$ cat src/rtl/dilp_pkg.sv
`timescale 1ns / 1ps

package dilp_pkg;

   localparam int VALUE_BITS_DEF = 32;
   localparam int QUEUE_DEPTH    = 2;

   localparam logic [7:0] CHAR_ZERO  = 8'h30;
   localparam logic [7:0] CHAR_NINE  = 8'h39;
   localparam logic [7:0] CHAR_SPACE = 8'h20;
   localparam logic [7:0] CHAR_TAB   = 8'h09;
   localparam logic [7:0] CHAR_MINUS = 8'h2D;
   localparam logic [7:0] CHAR_PLUS  = 8'h2B;

   typedef enum logic [2:0] {
      PH_LEAD       = 3'd0,
      PH_SIGN       = 3'd1,
      PH_DIGITS     = 3'd2,
      PH_TRAIL      = 3'd3,
      PH_SIGN_BLANK = 3'd4
   } phase_type;

   typedef enum logic [1:0] {
      ST_OK        = 2'd0,
      ST_NO_DIGITS = 2'd1,
      ST_BAD_CHAR  = 2'd2,
      ST_RANGE     = 2'd3
   } status_type;

   // one classified character
   typedef struct packed {
      logic       is_blank;
      logic       is_digit;
      logic       is_sign;
      logic       is_minus;
      logic [3:0] digit;
      logic       line_end;
   } class_type;

endpackage

$ cat src/rtl/dilp_fifo.sv
`timescale 1ns / 1ps

module dilp_fifo #(
   parameter int WIDTH = 8,
   parameter int DEPTH = dilp_pkg::QUEUE_DEPTH
) (
   input  logic             clock,
   input  logic             reset,
   input  logic             wr_en,
   input  logic [WIDTH-1:0] wr_data,
   output logic             full,
   input  logic             rd_en,
   output logic [WIDTH-1:0] rd_data,
   output logic             empty
);
   import dilp_pkg::*;

   localparam int PTR_W = (DEPTH > 1) ? $clog2(DEPTH) : 1;
   localparam int CNT_W = $clog2(DEPTH + 1);
   localparam logic [PTR_W-1:0] PTR_LAST = PTR_W'(DEPTH - 1);
   localparam logic [CNT_W-1:0] CNT_FULL = CNT_W'(DEPTH);

   logic [WIDTH-1:0] slot_ff [DEPTH];
   logic [PTR_W-1:0] wr_ptr_ff, wr_ptr_in;
   logic [PTR_W-1:0] rd_ptr_ff, rd_ptr_in;
   logic [CNT_W-1:0] count_ff, count_in;
   logic             do_wr, do_rd;

   assign full    = (count_ff == CNT_FULL);
   assign empty   = (count_ff == '0);
   assign do_wr   = wr_en && !full;
   assign do_rd   = rd_en && !empty;
   assign rd_data = slot_ff[rd_ptr_ff];

   always_comb begin
      wr_ptr_in = wr_ptr_ff;
      rd_ptr_in = rd_ptr_ff;
      count_in  = count_ff;
      if (do_wr) begin
         wr_ptr_in = (wr_ptr_ff == PTR_LAST) ? '0 : wr_ptr_ff + 1'b1;
      end
      if (do_rd) begin
         rd_ptr_in = (rd_ptr_ff == PTR_LAST) ? '0 : rd_ptr_ff + 1'b1;
      end
      if (do_wr && !do_rd) begin
         count_in = count_ff + 1'b1;
      end else if (do_rd && !do_wr) begin
         count_in = count_ff - 1'b1;
      end
   end

   always_ff @(posedge clock) begin
      if (reset) begin
         wr_ptr_ff <= '0;
         rd_ptr_ff <= '0;
         count_ff  <= '0;
      end else begin
         wr_ptr_ff <= wr_ptr_in;
         rd_ptr_ff <= rd_ptr_in;
         count_ff  <= count_in;
      end
   end

   always_ff @(posedge clock) begin
      if (do_wr) begin
         slot_ff[wr_ptr_ff] <= wr_data;
      end
   end

endmodule

$ cat src/rtl/dilp_front.sv
`timescale 1ns / 1ps

module dilp_front #(
   parameter int DEPTH = dilp_pkg::QUEUE_DEPTH
) (
   input  logic                 clock,
   input  logic                 reset,
   input  logic [7:0]           char_code,
   input  logic                 line_end,
   input  logic                 push,
   output logic                 full,
   input  logic                 item_take,
   output dilp_pkg::class_type  item,
   output logic                 item_avail
);
   import dilp_pkg::*;

   localparam int CLASS_W = $bits(class_type);

   class_type          cls;
   logic [CLASS_W-1:0] head;
   logic               empty;

   always_comb begin
      cls.is_blank = (char_code == CHAR_SPACE) || (char_code == CHAR_TAB);
      cls.is_digit = (char_code >= CHAR_ZERO) && (char_code <= CHAR_NINE);
      cls.is_sign  = (char_code == CHAR_PLUS) || (char_code == CHAR_MINUS);
      cls.is_minus = (char_code == CHAR_MINUS);
      cls.digit    = 4'(char_code - CHAR_ZERO);
      cls.line_end = line_end;
   end

   dilp_fifo #(
      .WIDTH(CLASS_W),
      .DEPTH(DEPTH)
   ) u_class_q (
      .clock   (clock),
      .reset   (reset),
      .wr_en   (push),
      .wr_data (cls),
      .full    (full),
      .rd_en   (item_take),
      .rd_data (head),
      .empty   (empty)
   );

   assign item       = class_type'(head);
   assign item_avail = !empty;

endmodule

$ cat src/rtl/dilp_back.sv
`timescale 1ns / 1ps

module dilp_back #(
   parameter int VALUE_BITS = dilp_pkg::VALUE_BITS_DEF,
   parameter int DEPTH      = dilp_pkg::QUEUE_DEPTH
) (
   input  logic                         clock,
   input  logic                         reset,
   input  dilp_pkg::class_type          item,
   input  logic                         item_avail,
   output logic                         item_take,
   output logic signed [VALUE_BITS-1:0] int_value,
   output logic                         is_valid,
   output dilp_pkg::status_type         parse_status,
   output logic                         empty,
   input  logic                         pop
);
   import dilp_pkg::*;

   localparam int SUM_W = VALUE_BITS + 4;
   localparam int RES_W = VALUE_BITS + 3;
   localparam logic [SUM_W-1:0] LIMIT_EXT = {{4{1'b0}}, 1'b1, {(VALUE_BITS-1){1'b0}}};
   localparam logic [VALUE_BITS-1:0] LIMIT = {1'b1, {(VALUE_BITS-1){1'b0}}};

   phase_type             phase_ff, phase_in;
   logic                  neg_ff, neg_in;
   logic [VALUE_BITS-1:0] mag_ff, mag_in;
   logic                  ovf_ff, ovf_in;
   logic                  bad_ff, bad_in;

   logic [SUM_W-1:0]      mag_ext, sum;
   logic                  add_ok;
   logic                  res_full;
   logic                  has_digits, out_range;
   status_type            status;
   logic [VALUE_BITS-1:0] value;
   logic [RES_W-1:0]      res_wr, res_rd;

   assign mag_ext = {4'b0, mag_ff};
   assign sum     = (mag_ext << 3) + (mag_ext << 1) + {{(SUM_W-4){1'b0}}, item.digit};
   assign add_ok  = (sum <= LIMIT_EXT);

   assign item_take = item_avail && (!item.line_end || !res_full);

   always_comb begin
      phase_in = phase_ff;
      neg_in   = neg_ff;
      mag_in   = mag_ff;
      ovf_in   = ovf_ff;
      bad_in   = bad_ff;
      if (!bad_ff) begin
         case (phase_ff)
            PH_SIGN: begin
               if (item.is_blank) begin
                  phase_in = PH_SIGN_BLANK;
               end else if (item.is_digit) begin
                  phase_in = PH_DIGITS;
               end else begin
                  bad_in = 1'b1;
               end
            end
            PH_DIGITS: begin
               if (item.is_blank) begin
                  phase_in = PH_TRAIL;
               end else if (!item.is_digit) begin
                  bad_in = 1'b1;
               end
            end
            PH_TRAIL, PH_SIGN_BLANK: begin
               if (!item.is_blank) begin
                  bad_in = 1'b1;
               end
            end
            default: begin
               if (item.is_blank) begin
                  phase_in = PH_LEAD;
               end else if (item.is_sign) begin
                  neg_in   = item.is_minus;
                  phase_in = PH_SIGN;
               end else if (item.is_digit) begin
                  phase_in = PH_DIGITS;
               end else begin
                  bad_in = 1'b1;
               end
            end
         endcase
         // digit accumulation, sticky overflow past the limit
         if (item.is_digit && phase_in == PH_DIGITS && !ovf_ff) begin
            if (add_ok) begin
               mag_in = sum[VALUE_BITS-1:0];
            end else begin
               ovf_in = 1'b1;
            end
         end
      end
   end

   always_comb begin
      has_digits = (phase_in == PH_DIGITS) || (phase_in == PH_TRAIL);
      out_range  = ovf_in || (!neg_in && mag_in == LIMIT);
      if (bad_in) begin
         status = ST_BAD_CHAR;
      end else if (!has_digits) begin
         status = ST_NO_DIGITS;
      end else if (out_range) begin
         status = ST_RANGE;
      end else begin
         status = ST_OK;
      end
      value = '0;
      if (status == ST_OK) begin
         value = neg_in ? (~mag_in + 1'b1) : mag_in;
      end
      res_wr = {value, (status == ST_OK), status};
   end

   always_ff @(posedge clock) begin
      if (reset) begin
         phase_ff <= PH_LEAD;
         neg_ff   <= 1'b0;
         mag_ff   <= '0;
         ovf_ff   <= 1'b0;
         bad_ff   <= 1'b0;
      end else if (item_take) begin
         if (item.line_end) begin
            phase_ff <= PH_LEAD;
            neg_ff   <= 1'b0;
            mag_ff   <= '0;
            ovf_ff   <= 1'b0;
            bad_ff   <= 1'b0;
         end else begin
            phase_ff <= phase_in;
            neg_ff   <= neg_in;
            mag_ff   <= mag_in;
            ovf_ff   <= ovf_in;
            bad_ff   <= bad_in;
         end
      end
   end

   dilp_fifo #(
      .WIDTH(RES_W),
      .DEPTH(DEPTH)
   ) u_result_q (
      .clock   (clock),
      .reset   (reset),
      .wr_en   (item_take && item.line_end),
      .wr_data (res_wr),
      .full    (res_full),
      .rd_en   (pop),
      .rd_data (res_rd),
      .empty   (empty)
   );

   assign int_value    = res_rd[RES_W-1:3];
   assign is_valid     = res_rd[2];
   assign parse_status = status_type'(res_rd[1:0]);

endmodule

$ cat src/rtl/decimal_integer_line_parser.sv
`timescale 1ns / 1ps
// Path: class queue, back-end parse, result queue whose head drives rsp_.
// Throughput: one character per cycle while full is low; the back end parses
//   one per cycle, but stalls on a line end while the result queue is full.
// Reset: synchronous, active high; empties both queues and clears parse state.

module decimal_integer_line_parser #(
   parameter int VALUE_BITS = dilp_pkg::VALUE_BITS_DEF
) (
   input  logic                         clock,
   input  logic                         reset,
   input  logic [7:0]                   req_char_code,
   input  logic                         req_line_end,
   input  logic                         push,
   output logic                         full,
   output logic signed [VALUE_BITS-1:0] rsp_int_value,
   output logic                         rsp_is_valid,
   output logic [1:0]                   rsp_parse_status,
   output logic                         empty,
   input  logic                         pop
);
   import dilp_pkg::*;

   class_type  item;
   logic       item_avail;
   logic       item_take;
   status_type status;

   dilp_front #(
      .DEPTH(QUEUE_DEPTH)
   ) u_front (
      .clock      (clock),
      .reset      (reset),
      .char_code  (req_char_code),
      .line_end   (req_line_end),
      .push       (push),
      .full       (full),
      .item_take  (item_take),
      .item       (item),
      .item_avail (item_avail)
   );

   dilp_back #(
      .VALUE_BITS(VALUE_BITS),
      .DEPTH(QUEUE_DEPTH)
   ) u_back (
      .clock        (clock),
      .reset        (reset),
      .item         (item),
      .item_avail   (item_avail),
      .item_take    (item_take),
      .int_value    (rsp_int_value),
      .is_valid     (rsp_is_valid),
      .parse_status (status),
      .empty        (empty),
      .pop          (pop)
   );

   assign rsp_parse_status = status;

endmodule

$ cat config.mk
export PLATFORM = sky130hd
export DESIGN_NAME = decimal_integer_line_parser
export DESIGN_NICKNAME = d
export VERILOG_FILES = /design/src/rtl/dilp_pkg.sv /design/src/rtl/dilp_fifo.sv /design/src/rtl/dilp_front.sv /design/src/rtl/dilp_back.sv /design/src/rtl/decimal_integer_line_parser.sv
export SDC_FILE = /design/constraint.sdc
export NUM_CORES = 1
export LEC_CHECK = 0
export ABC_CLOCK_PERIOD_IN_PS = 17600
export BUFFER_PORTS_ARGS = -buffer_cell sky130_fd_sc_hd__buf_4
export CAP_MARGIN = 30
export CORE_ASPECT_RATIO = 1.1
export CORE_MARGIN = 5
export CORE_UTILIZATION = 50
export DETAILED_ROUTE_END_ITERATION = 12
export PLACE_DENSITY_LB_ADDON = 0.1
export RECOVER_POWER = 50
export SETUP_SLACK_MARGIN = 0.3
export SYNTH_ARGS = -nofsm -noshare
export SYNTH_HDL_FRONTEND = slang
export SYNTH_HIERARCHICAL = 1
export SYNTH_SLANG_ARGS = --single-unit
$ cat constraint.sdc
create_clock -name clock -period 17.6 [get_ports clock]
set_clock_uncertainty 0.2 [all_clocks]
set_input_delay 1.76 -clock clock [delete_from_list [all_inputs] [get_ports clock]]
set_output_delay 1.76 -clock clock [all_outputs]
set_load 0.02 [all_outputs]
==> results_dict.tcl <==
set metrics [dict create \
    coreArea_um2 19700 \
    num_io_pins 50 \
    viasPerCell 6.25 \
    syn_nets 1155 \
    cts_tree "done" \
    gp_congestion 0.940 \
    clock-root-buffer "clkbuf_16" \
    start_util 0.506 \
    htreeDepth 4 \
    worst_ep_required_time_ps 17520 \
    async_reset_ff_frac 0 \
    share_comb_of_total_power 0.345 \
    fin_area_um2 11000 \
    worstMarginPinSlew_ps 2320 \
    slew_viol_final 157 \
    pwr-share-seq 0.347 \
    io_buffers 49 \
    fin_util 0.559 \
    dp_hpwl_mm 19.9 \
    ctsResizeCount 0 \
    static-leakage-power_nw 4.33 \
    diodes 0 \
    clk_path_buf_depth 2 \
    violations "max-capacitance violations, max-slew violations" \
    ys_seq_elements 136 \
    fp-row-count 54 \
    ant_nets 0 \
    avgRoutedWirePerCell_um 19.8 \
    ir_drop_mv 0.101 \
    post_cts_buffers 0 \
    setup_viol 0 \
    clk_pin_slew_ps 60 \
    ys_warn_count 6 \
    cts_hold_buf 0 \
    cap_violations 4 \
    clk_latency_ps 420 \
    grt_pass1_vias 7973 \
    path_class "flip-flop to flip-flop" \
    synth_area_per_cell_um2 9.30 \
    critPathMaxFanout 33 \
    status "finished with violations" \
    synth_area_um2 9990 \
    cts_inserted_buffers 17 \
    p_switching_uw 429 \
    dr_total_vias 8493 \
    crit_arrival_ps 7850 \
    drtIter0Drc 741 \
    period_needed_ps 7920 \
    postSynthCellCount 1074 \
    first_pass_iters 6 \
    switching_share 0.357 \
    cp-endpoint "u_back/u_result_q/slot_ff[0][7]" \
    drc 0 \
    power.density_nw_per_um2 109 \
    setup_tns_ps 0 \
    grt_antenna_before_repair 0 \
    min_path_type "flip-flop to flip-flop" \
    wirelength_mm 26.9 \
    synth_seq_area_share 0.361 \
    r2r_cells 21 \
    syn2layout_area_growth_pct 10.5 \
    end_kind "flip-flop" \
    finalHoldViolations 0 \
    holdWs_ps 293 \
    rsz0062_at_grt "no" \
    fp.dieW_um 145 \
    grt_use_total 0.236 \
    dpl_cell_area_um2 10500 \
    grt_max_degree 49 \
    grt-ovfl-total 0 \
    synth_ff_type "edfxtp_1" \
    slew_headroom -0.549 \
    pwr-share-clk 0.307 \
    cts.sinks 136 \
    num-nets-final 1175 \
    synthDistinctLibCells 87 \
    critPathLaunchType "flip-flop" \
    clock.fmax_mhz 126 \
    dieArea_um2 22900 \
    timing.rr.end "u_back/u_result_q/slot_ff[0][7]" \
    post-route-period-util 0.450 \
    reg2reg_slack_ps 9680 \
    synth-edff-count 88 \
    grt_pass1_wl_mm 43.0 \
    die_h_um 158 \
    drive_gt1_frac 0.145 \
    p_int_uw 772 \
]
-- layout make-up --
| type | instances | area, um2 |
|---|---|---|
| inverter | 18 | 67.6 |
| multi-input combinational | 862 | 6050 |
| clock buffer | 20 | 479 |
| timing repair buffer | 59 | 387 |
| tap | 252 | 315 |
| clock inverter | 12 | 139 |
| sequential | 136 | 3600 |
| fill | 1833 | 8690 |
-- state kept, by name, indices dropped and copies added, names as in the netlist, named ones only --
name,flops
u_back/neg_ff,1
u_front/u_class_q/count_ff,2
u_back/bad_ff,1
u_back/mag_ff,32
u_back/u_result_q/rd_ptr_ff,1
u_back/u_result_q/slot_ff,70
u_back/u_result_q/count_ff,2
u_back/ovf_ff,1
u_front/u_class_q/slot_ff,18
u_back/u_result_q/wr_ptr_ff,1
u_front/u_class_q/rd_ptr_ff,1
u_back/phase_ff,3
u_front/u_class_q/wr_ptr_ff,1
-- cells by family (layout without fill, tap and decap cells) --
family                     after synthesis  after routing  synth area share
xor gates and xnor gates                53             53            0.0465
adders and majority gates               69             69            0.0877
AOI/OAI and AO/OA                      273            273             0.187
buffers and inverters                   76            109            0.0339
muxes                                   88             88            0.0951
DFF                                    136            136             0.361
and+or+nand+nor                        379            379             0.189
-- layer usage --
layer,track usage,wire [um]
met5,0,0
met2,0.352,11700
met1,0.359,13100
met3,0.0342,1620
met4,0.0595,463
-- critical path: stages (launching register included) --
cell,delay (ps)
dfxtp_1,580
mux2_2,400
fa_1,530
fa_1,570
or3b_1,380
or4_1,420
a221oi_2,280
nand4bb_1,190
nor3b_2,340
nand4_2,220
o41a_1,580
nor2_4,220
mux2i_1,320
ha_1,390
nand3_1,110
or2_2,300
or2_2,280
o22ai_1,170
a2bb2oi_2,240
a41oi_2,170
nand2_2,540
nor2_1,170
-- worst min path at each step --
stage                                      from                           to  slack (ps)  cells past startpoint
floorplan           u_back/u_result_q/wr_ptr_ff  u_back/u_result_q/wr_ptr_ff         250                      2
global placement    u_back/u_result_q/wr_ptr_ff  u_back/u_result_q/wr_ptr_ff         270                      2
detailed placement  u_front/u_class_q/wr_ptr_ff  u_front/u_class_q/wr_ptr_ff         280                      2
CTS                 u_front/u_class_q/wr_ptr_ff  u_front/u_class_q/wr_ptr_ff         290                      2
global route        u_front/u_class_q/wr_ptr_ff  u_front/u_class_q/wr_ptr_ff         320                      2
finish              u_back/u_result_q/wr_ptr_ff  u_back/u_result_q/wr_ptr_ff         290                      2
-- cell usage after synthesis (30+ instances only) --
| master | n | area (um2) |
|---|---|---|
| nand2_1 | 74 | 278 |
| clkbuf_1 | 35 | 131 |
| xor2_1 | 30 | 263 |
| a21oi_1 | 71 | 355 |
| ha_1 | 66 | 826 |
| edfxtp_1 | 88 | 2640 |
| o21ai_0 | 47 | 235 |
| mux2_2 | 55 | 619 |
| nor2_1 | 138 | 518 |
| mux2i_1 | 33 | 330 |
| dfxtp_1 | 48 | 961 |
-- layout by cell type (no fill, tap or decap), drive strengths merged, types with 6 or more instances in the layout --
| cell | n |
|---|---|
| a21oi | 72 |
| edfxtp | 88 |
| nand3 | 22 |
| and3 | 9 |
| dfxtp | 48 |
| a211oi | 17 |
| xor2 | 30 |
| and2 | 8 |
| clkinv | 7 |
| nor2 | 140 |
| buf | 41 |
| or2 | 8 |
| or4 | 10 |
| o211ai | 6 |
| inv | 20 |
| mux2 | 55 |
| nor4 | 15 |
| a41oi | 6 |
| ha | 66 |
| a21o | 17 |
| o21ai | 56 |
| nor3 | 27 |
| mux2i | 33 |
| a31oi | 6 |
| xnor2 | 23 |
| or3 | 27 |
| nand4 | 11 |
| a22oi | 27 |
| clkbuf | 38 |
| nand2 | 75 |
-- power groups by stage --
| stage | Sequential [mW] | Clock, mW | Combinational [mW] |
|---|---|---|---|
| after floorplan | 0.412 | 0 | 0.300 |
| after global placement | 0.419 | 0 | 0.420 |
| after detailed placement | 0.422 | 0 | 0.421 |
| after CTS | 0.415 | 0.375 | 0.424 |
| after global routing | 0.422 | 0.390 | 0.449 |
| final | 0.417 | 0.369 | 0.415 |
-- through the flow --
stage	worst slack [ps]	power [mW]	cells
after floorplan	10430	0.712	1074
after global placement	9910	0.840	1327
after detailed placement	9760	0.843	1327
after CTS	9690	1.21	1359
after global routing	9290	1.26	1359
final	9680	1.20	1359
(Power assumes the default switching activity.)
